## config.mk

```make
export PLATFORM = sky130hd
export DESIGN_NAME = hme_mod_unit
export DESIGN_NICKNAME = d
export VERILOG_FILES = /design/src/rtl/hme_pkg.sv /design/src/rtl/hme_mod_unit.sv
export SDC_FILE = /design/constraint.sdc
export NUM_CORES = 1
export LEC_CHECK = 0
export ABC_AREA = 1
export ABC_CLOCK_PERIOD_IN_PS = 3900
export BUFFER_PORTS_ARGS = -buffer_cell sky130_fd_sc_hd__buf_2
export CAP_MARGIN = 20
export CORE_ASPECT_RATIO = 1.1
export CORE_MARGIN = 3
export CORE_UTILIZATION = 55
export DETAILED_ROUTE_END_ITERATION = 8
export PLACE_DENSITY_LB_ADDON = 0.08
export RECOVER_POWER = 100
export SLEW_MARGIN = 15
export SYNTH_ARGS = -nofsm -noshare
export SYNTH_HDL_FRONTEND = slang
export SYNTH_SLANG_ARGS = --single-unit
export TNS_END_PERCENT = 50
```

## constraint.sdc

```tcl
create_clock -name clk -period 3.9 [get_ports clk]
set_input_delay 0.975 -clock clk [delete_from_list [all_inputs] [get_ports clk]]
set_output_delay 0.975 -clock clk [all_outputs]
set_load 0.02 [all_outputs]
```

## src/rtl/hme_pkg.sv

```systemverilog
// Shared widths, codes and state encodings for the hash multiset engine.
package hme_pkg;

    localparam int KEY_W       = 64;
    localparam int CMD_W       = 2;
    localparam int STATUS_W    = 2;
    localparam int MUL_W       = 32;
    localparam int BUCKETS_DEF = 1024;
    localparam int WAYS_DEF    = 4;

    typedef enum logic [CMD_W-1:0] {
        CMD_INSERT = 2'd0,
        CMD_FIND   = 2'd1,
        CMD_DELETE = 2'd2,
        CMD_CLEAR  = 2'd3
    } cmd_t;

    typedef enum logic [STATUS_W-1:0] {
        ST_OK     = 2'd0,
        ST_FULL   = 2'd1,
        ST_ABSENT = 2'd2
    } status_t;

    typedef enum logic [2:0] {
        S_INIT,
        S_IDLE,
        S_REDUCE,
        S_UPDATE,
        S_SWEEP,
        S_REPLY
    } state_t;

    typedef enum logic [1:0] {
        M_IDLE,
        M_QUOT,
        M_BACK,
        M_FIX
    } mod_state_t;

    typedef struct packed {
        logic en;
        logic we;
    } ram_ctl_t;

endpackage

```

## src/rtl/hme_mod_unit.sv

```systemverilog
// Iterative unit that takes a 64-bit key modulo the bucket count by reciprocal multiplication.
module hme_mod_unit #(
    parameter int BUCKETS = hme_pkg::BUCKETS_DEF
) (
    input  logic                       clk,
    input  logic                       rst_n,
    input  logic                       start,
    input  logic [hme_pkg::KEY_W-1:0]  key,
    output logic                       done,
    output logic [$clog2(BUCKETS)-1:0] bucket
);
    import hme_pkg::*;

    localparam int BKT_W   = $clog2(BUCKETS);
    localparam int DIGIT_W = MUL_W - BKT_W;
    localparam int CHUNKS  = (KEY_W + DIGIT_W - 1) / DIGIT_W;
    localparam int PAD_W   = CHUNKS * DIGIT_W;
    localparam int CHUNK_W = $clog2(CHUNKS);
    localparam logic [MUL_W-1:0] RECIP = MUL_W'((64'd1 << MUL_W) / 64'(BUCKETS));

    mod_state_t         state_reg, state_next;
    logic [BKT_W-1:0]   rem_reg, rem_next;
    logic [MUL_W-1:0]   x_reg, x_next;
    logic [MUL_W-1:0]   quot_reg, quot_next;
    logic [MUL_W-1:0]   diff_reg, diff_next;
    logic [CHUNK_W-1:0] chunk_reg, chunk_next;
    logic               done_reg, done_next;

    logic               last_chunk;
    logic [PAD_W-1:0]   key_pad;
    logic [DIGIT_W-1:0] digit;
    logic [MUL_W-1:0]   fold;
    logic [MUL_W-1:0]   mul_a;
    logic [MUL_W-1:0]   mul_b;
    logic [2*MUL_W-1:0] product;

    // Most significant chunk first. The partial remainder shifted up by one chunk
    // always fits in MUL_W bits, so the floor reciprocal gives a quotient that is
    // at most one short, and a single compare and subtract finishes the step.
    assign key_pad    = PAD_W'(key);
    assign digit      = key_pad[(CHUNKS - 1 - int'(chunk_reg)) * DIGIT_W +: DIGIT_W];
    assign fold       = {rem_reg, digit};
    assign last_chunk = (chunk_reg == CHUNK_W'(CHUNKS - 1));
    assign product    = mul_a * mul_b;

    // Next state.
    always_comb
    begin
        state_next = state_reg;
        case (state_reg)
            M_IDLE:
            begin
                if (start)
                begin
                    state_next = M_QUOT;
                end
            end
            M_QUOT:
            begin
                state_next = M_BACK;
            end
            M_BACK:
            begin
                state_next = M_FIX;
            end
            M_FIX:
            begin
                state_next = last_chunk ? M_IDLE : M_QUOT;
            end
            default:
            begin
                state_next = M_IDLE;
            end
        endcase
    end

    // Shared multiplier operands and datapath registers.
    always_comb
    begin
        mul_a      = quot_reg;
        mul_b      = MUL_W'(BUCKETS);
        rem_next   = rem_reg;
        x_next     = x_reg;
        quot_next  = quot_reg;
        diff_next  = diff_reg;
        chunk_next = chunk_reg;
        done_next  = 1'b0;
        case (state_reg)
            M_IDLE:
            begin
                if (start)
                begin
                    rem_next   = '0;
                    chunk_next = '0;
                end
            end
            M_QUOT:
            begin
                mul_a     = fold;
                mul_b     = RECIP;
                x_next    = fold;
                quot_next = product[2*MUL_W-1:MUL_W];
            end
            M_BACK:
            begin
                diff_next = x_reg - product[MUL_W-1:0];
            end
            M_FIX:
            begin
                if (diff_reg >= MUL_W'(BUCKETS))
                begin
                    rem_next = BKT_W'(diff_reg - MUL_W'(BUCKETS));
                end
                else
                begin
                    rem_next = diff_reg[BKT_W-1:0];
                end
                chunk_next = chunk_reg + 1'b1;
                done_next  = last_chunk;
            end
            default:
            begin
                done_next = 1'b0;
            end
        endcase
    end

    always_ff @(posedge clk or negedge rst_n)
    begin
        if (!rst_n)
        begin
            state_reg <= M_IDLE;
            chunk_reg <= '0;
            done_reg  <= 1'b0;
        end
        else
        begin
            state_reg <= state_next;
            chunk_reg <= chunk_next;
            done_reg  <= done_next;
        end
    end

    always_ff @(posedge clk)
    begin
        rem_reg  <= rem_next;
        x_reg    <= x_next;
        quot_reg <= quot_next;
        diff_reg <= diff_next;
    end

    assign done   = done_reg;
    assign bucket = rem_reg;

endmodule

```

Yosys cells after proc, flatten, opt, wreduce, memory -nomap -nowiden
Index checks and enable logic that the tools add are counted.
{"block": "op_classes", "addsub": 4, "n_mul": 2, "magnitude_cmp": 1, "eq_ne": 5, "shift": 1, "mux": 11, "reduce_logical": 3}
{"op": "66-bit by 9-bit indexed part select with 22-bit output", "n": 1}
{"op": "32-bit by 32-bit multiplier with 64-bit output", "n": 1}
{"op": "32-bit by 11-bit >= comparator with 1-bit output, second input constant", "n": 1}
{"op": "32-bit 2-to-1 mux", "n": 1}
{"op": "32-bit subtractor", "n": 1}
{"op": "23-bit 2-to-1 mux", "n": 1}
{"op": "10-bit 2-to-1 mux", "n": 2}
{"op": "10-bit one-hot mux with 2 select lines", "n": 1}
{"op": "10-bit by 1-bit subtractor with 10-bit output, second input constant", "n": 1}
{"op": "3-bit by 5-bit multiplier with 8-bit output, second input constant", "n": 1}
{"op": "2-bit one-hot mux with 4 select lines", "n": 1}
{"op": "2-bit equality test, second input constant", "n": 3}
{"op": "2-bit 2-to-1 mux", "n": 2}
{"op": "2-bit one-hot mux with 2 select lines", "n": 1}
{"op": "2-bit by 2-bit subtractor with 3-bit output, first input constant", "n": 1}
{"op": "2-bit by 1-bit adder with 2-bit output, second input constant", "n": 1}
{"op": "2-bit by 1-bit equality test with 1-bit output, second input constant", "n": 1}
{"op": "2-bit logical NOT", "n": 1}
{"op": "1-bit 2-to-1 mux", "n": 2}
{"op": "2-bit inequality test, second input constant", "n": 1}
{"op": "2-bit AND reduction", "n": 1}
{"op": "2-bit nonzero test", "n": 1}
{"block": "word_totals", "register_bits": 111, "inputBits": 67, "out_inout_bits": 11, "elab_cells": 34}

Longest topological paths before layout
Gate-level depths: netlist (run 1).
{"block": "depth", "word_depth": 6, "depth_mapped": 13, "depth_no_buf": 10}

Worst setup path after synthesis (run 1)
Ideal clock, no wire load.
{"block": "synth_path", "kind": "reg2reg", "from": "register chunk_reg[0]", "to": "register x_reg[1] (data pin)", "setup_ns": 0.254, "arrival_time_ns": 1.853, "t_required_ns": 3.646, "setup_slack_ns": 1.793, "path_stages_with_launch": 13, "path_buffers": 3, "synth_period_minus_slack_ns": 2.107, "path_cell_list": "dfrtp_1 > buf_6 > inv_6 > buf_2 > ha_1 > buf_4 > nand2_1 > inv_1 > nand2_1 > nand2_1 > nand3b_1 > a21oi_1 > nor2_1"}
{"block": "synth_via", "elab_chain_cells": 3}
{"element": "start: declaration", "line_no": "hme_mod_unit.sv:26", "source": "logic [CHUNK_W-1:0] chunk_reg, chunk_next;"}
{"element": "start signal: assignment", "line_no": "hme_mod_unit.sv:139", "source": "chunk_reg <= chunk_next;"}
{"element": "2-bit by 2-bit subtractor with 3-bit output", "line_no": "hme_mod_unit.sv:41", "source": "assign digit = key_pad[(CHUNKS - 1 - int'(chunk_reg)) * DIGIT_W +: DIGIT_W];"}
{"element": "3-bit by 5-bit multiplier with 8-bit output", "line_no": "hme_mod_unit.sv:41"}
{"element": "66-bit by 9-bit indexed part select with 22-bit output", "line_no": "hme_mod_unit.sv:41"}
{"element": "via digit[1]", "line_no": "hme_mod_unit.sv:31", "source": "logic [DIGIT_W-1:0] digit;"}
{"element": "end signal: assignment", "line_no": "hme_mod_unit.sv:147", "source": "x_reg <= x_next;"}
{"element": "end: declaration", "line_no": "hme_mod_unit.sv:23", "source": "logic [MUL_W-1:0] x_reg, x_next;"}
The timed path passes the listed nets, and every way through them passes these cells.
A chain may end at the register's enable or synchronous reset.

Final worst setup path (run 1)
{"block": "layout_path", "from": "register chunk_reg[0]", "to": "register x_reg[9] (data pin)"}
Same word-level chain as after synthesis.

==> metrics, run 1 <==
Worst EP arrival=approximately 3.1 ns; vias in the first global route=between 2000 and 2500; EDFF count, synth=30; Power per Cell Area=836 nW/µm²; count of warnings emitted by yosys=0; post-synthesis sequential area ratio=42.6%; post-synthesis register bit count=35; Vias=2355; vias per inst=between 5 and 6; aggregate negative setup slack=0 ns; number of distinct library cells after synthesis=31; switching component of the power=approximately 1.1 mW; final period demand of the worst path=3.11 ns; area of the die=~5200 µm²; largest fanout on the critical path=28; count of fill cells added during filler insertion=395; first-pass GRT wire length=9930 µm; largest net degree at the start of global routing=29; Most used DFF post-synth=sky130_fd_sc_hd__edfxtp_1; Post-Synthesis Net Count=396; required time at the endpoint of the critical path=around 4 ns; setup repair after global routing missed its margin=false; Post-Synthesis Mean Instance Area=7.50 µm²; clock input transition at the sequential cells of the worst setup and hold paths=0.06 ns; run status=completed; post-cts resize count=0; Crit. End Element=register; number of antenna violations at the first check in global routing=0; number of rows created at floorplan=24; class of the most critical setup path=register to register; DR WL/cell=14.7 µm; growth of design area from synthesis to finish=14.6%; Reg2Reg Depth=10; hold crit path type=register to register; total count of max-transition violations in the final report=0; maximum frequency from static timing analysis=around 0.32 GHz; clock tree root driver cell=sky130_fd_sc_hd__clkbuf_8; postcts setup bufs=0; switching power share of the total=47.8%; number of detailed-routing iterations run before antenna repair=4; Final Wtd Congestion=0.893; ys async rst share=14.3%; number of primary I/O pins=about 80; relative contribution of sequential cells to total power=32.7%; sink count of the clock tree=35; initial core utilization=59.0%; setup violators final=0; core outline area=4080 µm²; All-Layer GR Usage=around a quarter; Cell Int Power=roughly 1.2 mW; insertion delay of the later-clocked pin in the worst-skew pair=0.28 ns; Clk network pwr share=10.5%; remaining antenna violation count=0; Die Ht=75.4 µm; maximum ir drop on the vdd rail=0.433 mV; count of H-tree levels built during CTS=2; footprint of the flip-flops and latches=1030 µm²; Clock Skews=0.00856 ns; share of power burned in combinational logic=56.8%; Hold Buf Count CTS=0; number of clock buffers inserted by TritonCTS=5; cell area after technology mapping=between 2000 and 2500 µm²; drt first-iter violations=139; antenna cells=0; instance count of the mapped netlist=about 320; Final Hold Fails=0; Max Root-Sink Buffers=2; Slew headroom=between 30% and 40%; max cap viols=0; area of combinational cells with multiple inputs=1140 µm²; Total Nets Final=450; type of origin of the critical path=register; Die W=between 60 and 70 µm; final worst-path cycle share=about four fifths; DP Wirelength=4600 µm; standby leakage power=1.39 nW; final wirelength=about 6300 µm; Power, Total=between 2 and 2.5 mW; worst hold path depth=0; total congestion overflow=0; CTS tree=built; number of buffers added on ports=65; layout cells sized above 1=between 10% and 20%; transition time at the pin with the least slew margin=0.900 ns; number of DRC violations after detailed routing=0
==> critical path: stages (launching register included) <==
cell and delay [ns]:
sky130_fd_sc_hd__dfrtp_1 0.42, sky130_fd_sc_hd__buf_4 0.35, sky130_fd_sc_hd__ha_1 0.20, sky130_fd_sc_hd__clkbuf_1 0.63, sky130_fd_sc_hd__inv_1 0.56, sky130_fd_sc_hd__nand2_1 0.27, sky130_fd_sc_hd__nand2_1 0.07, sky130_fd_sc_hd__nand3_1 0.07
sky130_fd_sc_hd__o21ai_0 0.10, sky130_fd_sc_hd__nand3_1 0.12, sky130_fd_sc_hd__nand2_1 0.06
==> power by group through the flow <==
stage	Sequential [mW]	Combinational [mW]	Clock, mW
6_report	0.756	1.31	0.242
5_1_grt	0.772	1.46	0.263
4_1_cts	0.755	1.31	0.245
3_5_place_dp	0.761	1.30	0
3_3_place_gp	0.744	1.27	0
2_1_floorplan	0.814	0.945	0
==> layout make-up <==
class	instances	area share, %
multi-input cells	234	41.4
clock inverters	1	0.181
flip-flops and latches	35	37.2
inverters	32	4.53
well taps	52	2.36
repair buffers	67	11.6
clock buffers	7	2.76
==> worst paths after layout <==
check,startpoint,end,slack (ns)
hold reg to reg,x_reg[6]$_DFFE_PN_,diff_reg[6]$_DFFE_PN_,0.42
setup reg to reg,chunk_reg[0]$_DFFE_PN0P_,x_reg[9]$_DFFE_PN_,0.79
setup / recovery,chunk_reg[0]$_DFFE_PN0P_,x_reg[9]$_DFFE_PN_,0.79
max in group asynchronous,rst_n,state_reg[0]$_DFFE_PN0P_,3.11
hold / removal,x_reg[6]$_DFFE_PN_,diff_reg[6]$_DFFE_PN_,0.42
min in group asynchronous,rst_n,chunk_reg[1]$_DFFE_PN0P_,0.55
==> synthesized netlist by cell type, types with 2 or more instances <==
master	count	area share, %
sky130_fd_sc_hd__clkbuf_1	9	1.4
sky130_fd_sc_hd__a22oi_1	2	0.62
sky130_fd_sc_hd__a21oi_1	17	3.5
sky130_fd_sc_hd__dfrtp_1	5	5.2
sky130_fd_sc_hd__buf_4	3	0.93
sky130_fd_sc_hd__ha_1	8	4.2
sky130_fd_sc_hd__buf_2	5	1.0
sky130_fd_sc_hd__nor2_8	2	1.7
sky130_fd_sc_hd__nand3_1	41	8.5
sky130_fd_sc_hd__buf_6	3	1.4
sky130_fd_sc_hd__nor2_1	18	2.8
sky130_fd_sc_hd__nor3_1	5	1.0
sky130_fd_sc_hd__nand2_2	2	0.52
sky130_fd_sc_hd__nand2_1	110	17
sky130_fd_sc_hd__inv_1	28	4.4
sky130_fd_sc_hd__o211ai_1	2	0.62
sky130_fd_sc_hd__edfxtp_1	30	37
sky130_fd_sc_hd__o21ai_0	14	2.9
sky130_fd_sc_hd__nand3b_1	4	1.2
sky130_fd_sc_hd__inv_2	2	0.31
==> logic make-up after synthesis <==
kind of cell	share of synthesized area, %
AND/OR/NAND/NOR	33.5
buffers and inverters	9.97
AO/OA/AOI/OAI	9.82
flip-flops	42.6
adder cells (fa/ha/maj)	4.16
==> layout by cell type (no fill, tap or decap), types with 2 or more instances in the layout <==
| cell | synthesis | final |
|---|---|---|
| sky130_fd_sc_hd__ha_1 | 8 | 8 |
| sky130_fd_sc_hd__nor2_8 | 2 | 2 |
| sky130_fd_sc_hd__nand3b_1 | 4 | 4 |
| sky130_fd_sc_hd__buf_2 | 5 | 53 |
| sky130_fd_sc_hd__a22oi_1 | 2 | 2 |
| sky130_fd_sc_hd__edfxtp_1 | 30 | 30 |
| sky130_fd_sc_hd__dfrtp_1 | 5 | 5 |
| sky130_fd_sc_hd__nand2_2 | 2 | 2 |
| sky130_fd_sc_hd__o21ai_0 | 14 | 14 |
| sky130_fd_sc_hd__o211ai_1 | 2 | 2 |
| sky130_fd_sc_hd__inv_1 | 28 | 29 |
| sky130_fd_sc_hd__a21oi_1 | 17 | 17 |
| sky130_fd_sc_hd__nor3_1 | 5 | 5 |
| sky130_fd_sc_hd__nand2_1 | 110 | 110 |
| sky130_fd_sc_hd__nor2_1 | 18 | 18 |
| sky130_fd_sc_hd__clkbuf_8 | 0 | 5 |
| sky130_fd_sc_hd__nand3_1 | 41 | 41 |
| sky130_fd_sc_hd__clkbuf_1 | 9 | 15 |
==> stage by stage <==
| stage | worst slack, ns | cell area [µm²] | hold slack, ns | std cells | util, % |
|---|---|---|---|---|---|
| after floorplan | 1.79 | 2410 | 0.400 | 321 | - |
| after global placement | 1.46 | 2700 | 0.400 | 420 | 66.1 |
| after detailed placement | 1.49 | 2700 | 0.405 | 420 | 66.1 |
| after CTS | 1.45 | 2780 | 0.416 | 428 | 68.1 |
| after global routing | 0.667 | 2760 | 0.423 | 428 | 67.6 |
| final | 0.790 | 2760 | 0.419 | 428 | 67.6 |
==> per-layer routing <==
metal,vias to the layer above,global-route usage [%],wire length (µm)
li1,1168,-,-
met1,1052,28.6,2620
met2,119,43.8,3090
met3,16,3.17,426
met4,0,12.8,165
met5,-,0,0
(Power assumes the default switching activity.)
==> run 2, diff against run 1 <==
- ABC_CLOCK_PERIOD_IN_PS: 3900 -> 2500
- CORE_UTILIZATION: 55 -> 46
- clock period: 3.9 -> 2.5 ns (I/O delays scaled with it)
==> run 2 against run 1 <==
Effect of this change:
- power rose by 66%
- wire length fell by 4.5%
- count of clock-buffer cells in the layout fell by 2
- fmax rose by 36%
- final cell count rose by 2.6%
- via count fell by 1.4%
- register-to-register slack got worse by 0.57 ns
- worst hold slack got worse by 0.25 ns
- combinational power rose by 58%
- global-route usage fell by 2.7 points
==> metrics, run 2 (same netlist as run 1, synthesis figures left out) <==
final design utilization=56.8%; largest fanout on the critical path=9; number of clock buffers inserted by TritonCTS=5; highest-count cells in the layout ignoring fill and taps=sky130_fd_sc_hd__nand2_1 (110), sky130_fd_sc_hd__buf_2 (53), sky130_fd_sc_hd__nand3_1 (41); DP Wirelength=between 4000 and 5000 µm; aggregate negative setup slack=0 ns; Die W=75.0 µm; final wirelength=6010 µm; critical path, cell by cell=inv_6 > ha_1 > inv_1 > nand2_1 > inv_1 > nand2_1 > nand3_1 > nand3_1 > nand3_1 > nand2_1; post-cts resize count=0; transition time at the pin with the least slew margin=0.621 ns; area of the die=6140 µm²; Reg2Reg Depth=10; setup repair after global routing missed its margin=false; required time at the endpoint of the critical path=2.54 ns; clock tree root driver cell=sky130_fd_sc_hd__clkbuf_8; initial core utilization=a little under half; Power per Cell Area=1340 nW/µm²; class of the most critical setup path=register to register; antenna cells=0; CP max stage cell=sky130_fd_sc_hd__dfrtp_1; Slew headroom=58.5%; max cap viols=0; setup violators final=0; finished layout cell area=2860 µm²; remaining antenna violation count=0; number of buffers added on ports=between 60 and 70; Inst Count DP=431; Die Ht=81.9 µm; gate family responsible for the most delay along the worst path=simple AND/OR/NAND/NOR gates; Crit. End Element=register; buffering stage count on the worst path with inverters included=3; Vias=2321; postcts setup bufs=0; maximum frequency from static timing analysis=0.438 GHz; hold crit path type=primary input to async pin; Total Nets Final=~460; count of fill cells added during filler insertion=between 500 and 600; non-filler cells, final=439; growth of design area from synthesis to finish=18.6%; final period demand of the worst path=2.28 ns; maximum ir drop on the vdd rail=0.484 mV; total count of max-transition violations in the final report=0; number of primary I/O pins=78; number of detailed-routing iterations run before antenna repair=5; clock input transition at the sequential cells of the worst setup and hold paths=0.07 ns; Power, Total=around 3.8 mW; first-pass GRT wire length=9830 µm; longest individual stage delay on the worst path=0.48 ns; most frequent standard cell in the layout excluding fill and tap cells=sky130_fd_sc_hd__nand2_1; vias per inst=5.29; launch instance of the worst register-to-register path=chunk_reg[0]$_DFFE_PN0P_; number of antenna violations at the first check in global routing=0; total congestion overflow=0; Max Root-Sink Buffers=2; All-Layer GR Usage=between 20% and 30%; cell area after placement=roughly 2700 µm²; Clock Skews=0.00468 ns; Worst EP arrival=2.32 ns; core outline area=about 5000 µm²; run status=completed; number of rows created at floorplan=27; register-to-register setup slack=0.22 ns; type of origin of the critical path=register; Critical path origin=chunk_reg[0]$_DFFE_PN0P_; end of the worst register-to-register path=x_reg[9]$_DFFE_PN_; DR WL/cell=13.7 µm; layout cells sized above 1=19.2%; vias in the first global route=between 2000 and 2500; number of DRC violations after detailed routing=0; CTS tree=built; count of H-tree levels built during CTS=2; insertion delay of the later-clocked pin in the worst-skew pair=0.29 ns; drt first-iter violations=106; standby leakage power=roughly 1.4 nW; Final Hold Fails=0; final worst-path cycle share=between 90 and 100%; sink count of the clock tree=35; Final Wtd Congestion=0.930; Hold Buf Count CTS=0; largest net degree at the start of global routing=21
run 2: through the flow:
stage	hold slack [ns]	worst slack (ns)
after global routing	0.180	0.0720
after detailed placement	0.405	0.348
after floorplan	0.329	0.393
after CTS	0.130	0.302
final	0.169	0.219
after global placement	0.400	0.363
run 2: power breakdown:
group	total, mW	internal [mW]	switching [mW]
registers	1.17	1.07	0.0928
clock network	0.603	0.397	0.206
logic	2.07	0.638	1.43
total	3.84	2.11	1.73
run 2: worst max-delay path by stage:
| stage | to | slack, ns | cells past startpoint |
|---|---|---|---|
| detailed placement | x_reg[9]$_DFFE_PN_ | 0.35 | 9 |
| CTS | x_reg[9]$_DFFE_PN_ | 0.30 | 9 |
| global route | x_reg[0]$_DFFE_PN_ | 0.07 | 10 |
| finish | x_reg[9]$_DFFE_PN_ | 0.22 | 10 |
| global placement | x_reg[9]$_DFFE_PN_ | 0.36 | 9 |
| floorplan | x_reg[1]$_DFFE_PN_ | 0.39 | 12 |
run 2: layer usage:
layer	track usage, %	up-vias	wire (µm)
li1	-	1173	-
met1	26.6	1026	2450
met2	35.4	112	2930
met3	4.04	10	495
met4	10.7	0	133
met5	0	-	0
run 2: area by class of cell:
| type | count | area [µm²] | area share, % |
|---|---|---|---|
| clock buffers | 5 | 68.8 | 2.41 |
| flip-flops and latches | 35 | 1030 | 35.9 |
| clock inverters | 3 | 67.6 | 2.36 |
| repair buffers | 72 | 355 | 12.4 |
| multi-input cells | 234 | 1140 | 40.0 |
| well taps | 58 | 72.6 | 2.54 |
| inverters | 32 | 125 | 4.38 |
run 2: worst reg2reg max path, delay by kind of cell (launching register included):
kind | cells | cell delay (ns)
buffers and inverters | 3 | 0.59
and+or+nand+nor | 6 | 0.60
DFF | 1 | 0.48
adders and majority gates | 1 | 0.36
==> run 3, diff against run 2 <==
- CORE_ASPECT_RATIO: 1.1 -> 1.75
==> run 3 against run 2 <==
Effect of this change:
- largest power group unchanged
- non-clock buffer count rose by 1
- clock skew barely moved
- core utilization fell by 0.62 points
- final cell count fell by 0.68%
==> metrics, run 3 (same netlist as run 1, synthesis figures left out) <==
number of clock buffers inserted by TritonCTS=5; number of detailed-routing iterations run before antenna repair=4; most frequent standard cell in the layout excluding fill and tap cells=sky130_fd_sc_hd__nand2_1; Max Root-Sink Buffers=2; Clock Skews=0.00513 ns; number of DRC violations after detailed routing=0; footprint of the flip-flops and latches=1030 µm²; All-Layer GR Usage=between 20% and 30%; Final Wtd Congestion=about 0.94; maximum frequency from static timing analysis=0.436 GHz; maximum ir drop on the vdd rail=0.443 mV; Hold Buf Count CTS=0; largest net degree at the start of global routing=25; hold crit path type=primary input to async pin; final period demand of the worst path=2.29 ns; Die Ht=102 µm; Vias=2358; placement-stage worst setup slack=0.368 ns; Inst Count DP=428; post-route worst setup slack=0.209 ns; DR WL/cell=14.8 µm; Worst EP arrival=between 2 and 2.5 ns; run status=completed; count of H-tree levels built during CTS=2; Die W=60.7 µm; max cap viols=0; growth of design area from synthesis to finish=17.0%; transition time at the pin with the least slew margin=0.566 ns; post-cts resize count=0; CTS tree=built; antenna cells=0; required time at the endpoint of the critical path=2.54 ns; vias in the first global route=2317; Crit. End Element=register; postcts setup bufs=0; Slew headroom=62.2%; Total Nets Final=456; Reg2Reg Depth=7; first-pass GRT wire length=10400 µm; setup repair after global routing missed its margin=false; largest fanout on the critical path=17; number of rows created at floorplan=34; launch instance of the worst register-to-register path=chunk_reg[0]$_DFFE_PN0P_; DP Wirelength=5200 µm; area of combinational cells with multiple inputs=1140 µm²; remaining antenna violation count=0; number of buffers added on ports=65; count of fill cells added during filler insertion=between 500 and 600; number of antenna violations at the first check in global routing=0; final worst-path cycle share=91.7%; core outline area=roughly 5000 µm²; end of the worst register-to-register path=x_reg[5]$_DFFE_PN_; vias per inst=5.41; clock input transition at the sequential cells of the worst setup and hold paths=0.07 ns; standby leakage power=1.42 nW; aggregate negative setup slack=0 ns; Power per Cell Area=around 1300 nW/µm²; total congestion overflow=0; drt first-iter violations=70; type of origin of the critical path=register; area of the die=6170 µm²; Final Hold Fails=0; layout cells sized above 1=19.4%; highest-count cells in the layout ignoring fill and taps=sky130_fd_sc_hd__nand2_1 (110), sky130_fd_sc_hd__buf_2 (53), sky130_fd_sc_hd__nand3_1 (41); sink count of the clock tree=35; insertion delay of the later-clocked pin in the worst-skew pair=~0.28 ns; non-filler cells, final=436; class of the most critical setup path=register to register; final wirelength=6470 µm; setup violators final=0; register-to-register setup slack=0.21 ns; initial core utilization=48.0%; number of primary I/O pins=just under 80; clock tree root driver cell=sky130_fd_sc_hd__clkbuf_8; total count of max-transition violations in the final report=0
[run 3: cell count changes in the layout (fill, tap and decap cells not counted)]
cell and delta:
sky130_fd_sc_hd__buf_4 +2, sky130_fd_sc_hd__bufinv_16 -2, sky130_fd_sc_hd__clkinv_2 +1, sky130_fd_sc_hd__clkbuf_8 +1, sky130_fd_sc_hd__clkinvlp_4 -1
[run 3: worst max path at each step]
stage                              from                 end  slack, ns
6_report       chunk_reg[0]$_DFFE_PN0P_  x_reg[5]$_DFFE_PN_       0.21
5_1_grt        chunk_reg[0]$_DFFE_PN0P_  x_reg[5]$_DFFE_PN_       0.12
4_1_cts        chunk_reg[0]$_DFFE_PN0P_  x_reg[9]$_DFFE_PN_       0.34
3_5_place_dp   chunk_reg[0]$_DFFE_PN0P_  x_reg[9]$_DFFE_PN_       0.37
3_3_place_gp   chunk_reg[0]$_DFFE_PN0P_  x_reg[9]$_DFFE_PN_       0.37
2_1_floorplan  chunk_reg[0]$_DFFE_PN0P_  x_reg[1]$_DFFE_PN_       0.39
[run 3: area by class of cell]
cell class / instances / share of cell area, %
well taps: 54 / 2.40
repair buffers: 73 / 13.0
clock buffers: 7 / 3.06
flip-flops and latches: 35 / 36.4
inverters: 32 / 4.44
multi-input cells: 234 / 40.5
clock inverters: 1 / 0.178
[run 3: report_power, final]
| part | switching, mW | internal (mW) | total (mW) |
|---|---|---|---|
| logic | 1.45 | 0.659 | 2.11 |
| registers | 0.105 | 1.07 | 1.18 |
| clock network | 0.187 | 0.222 | 0.409 |
| total | 1.74 | 1.96 | 3.69 |
[run 3: stage by stage]
step           util [%]  power (mW)  hold WS, ns  cell area, µm²
2_1_floorplan         -        2.74        0.329            2410
6_report           56.2        3.69        0.174            2820
5_1_grt            56.2        4.03        0.194            2820
3_5_place_dp       54.7        3.33        0.406            2750
3_3_place_gp       54.7        3.30        0.401            2750
4_1_cts            56.5        3.74        0.139            2840
[run 3: worst max-delay path, cell delays in order, from the launching register on]
cell	delay, ns
sky130_fd_sc_hd__dfrtp_1	0.51
sky130_fd_sc_hd__ha_1	0.36
sky130_fd_sc_hd__inv_1	0.46
sky130_fd_sc_hd__nand2_1	0.18
sky130_fd_sc_hd__inv_1	0.22
sky130_fd_sc_hd__o221ai_1	0.15
sky130_fd_sc_hd__nand4_1	0.10
sky130_fd_sc_hd__nand2_1	0.06
[run 3: per-layer routing]
layer	wire length [µm]	track usage, %	share of wire (%)	vias up
met5	0	0	0	-
met4	327	13.5	5.1	0
met3	244	2.42	3.8	26
li1	-	-	-	1176
met1	2340	24.2	36	1079
met2	3560	40.6	55	77
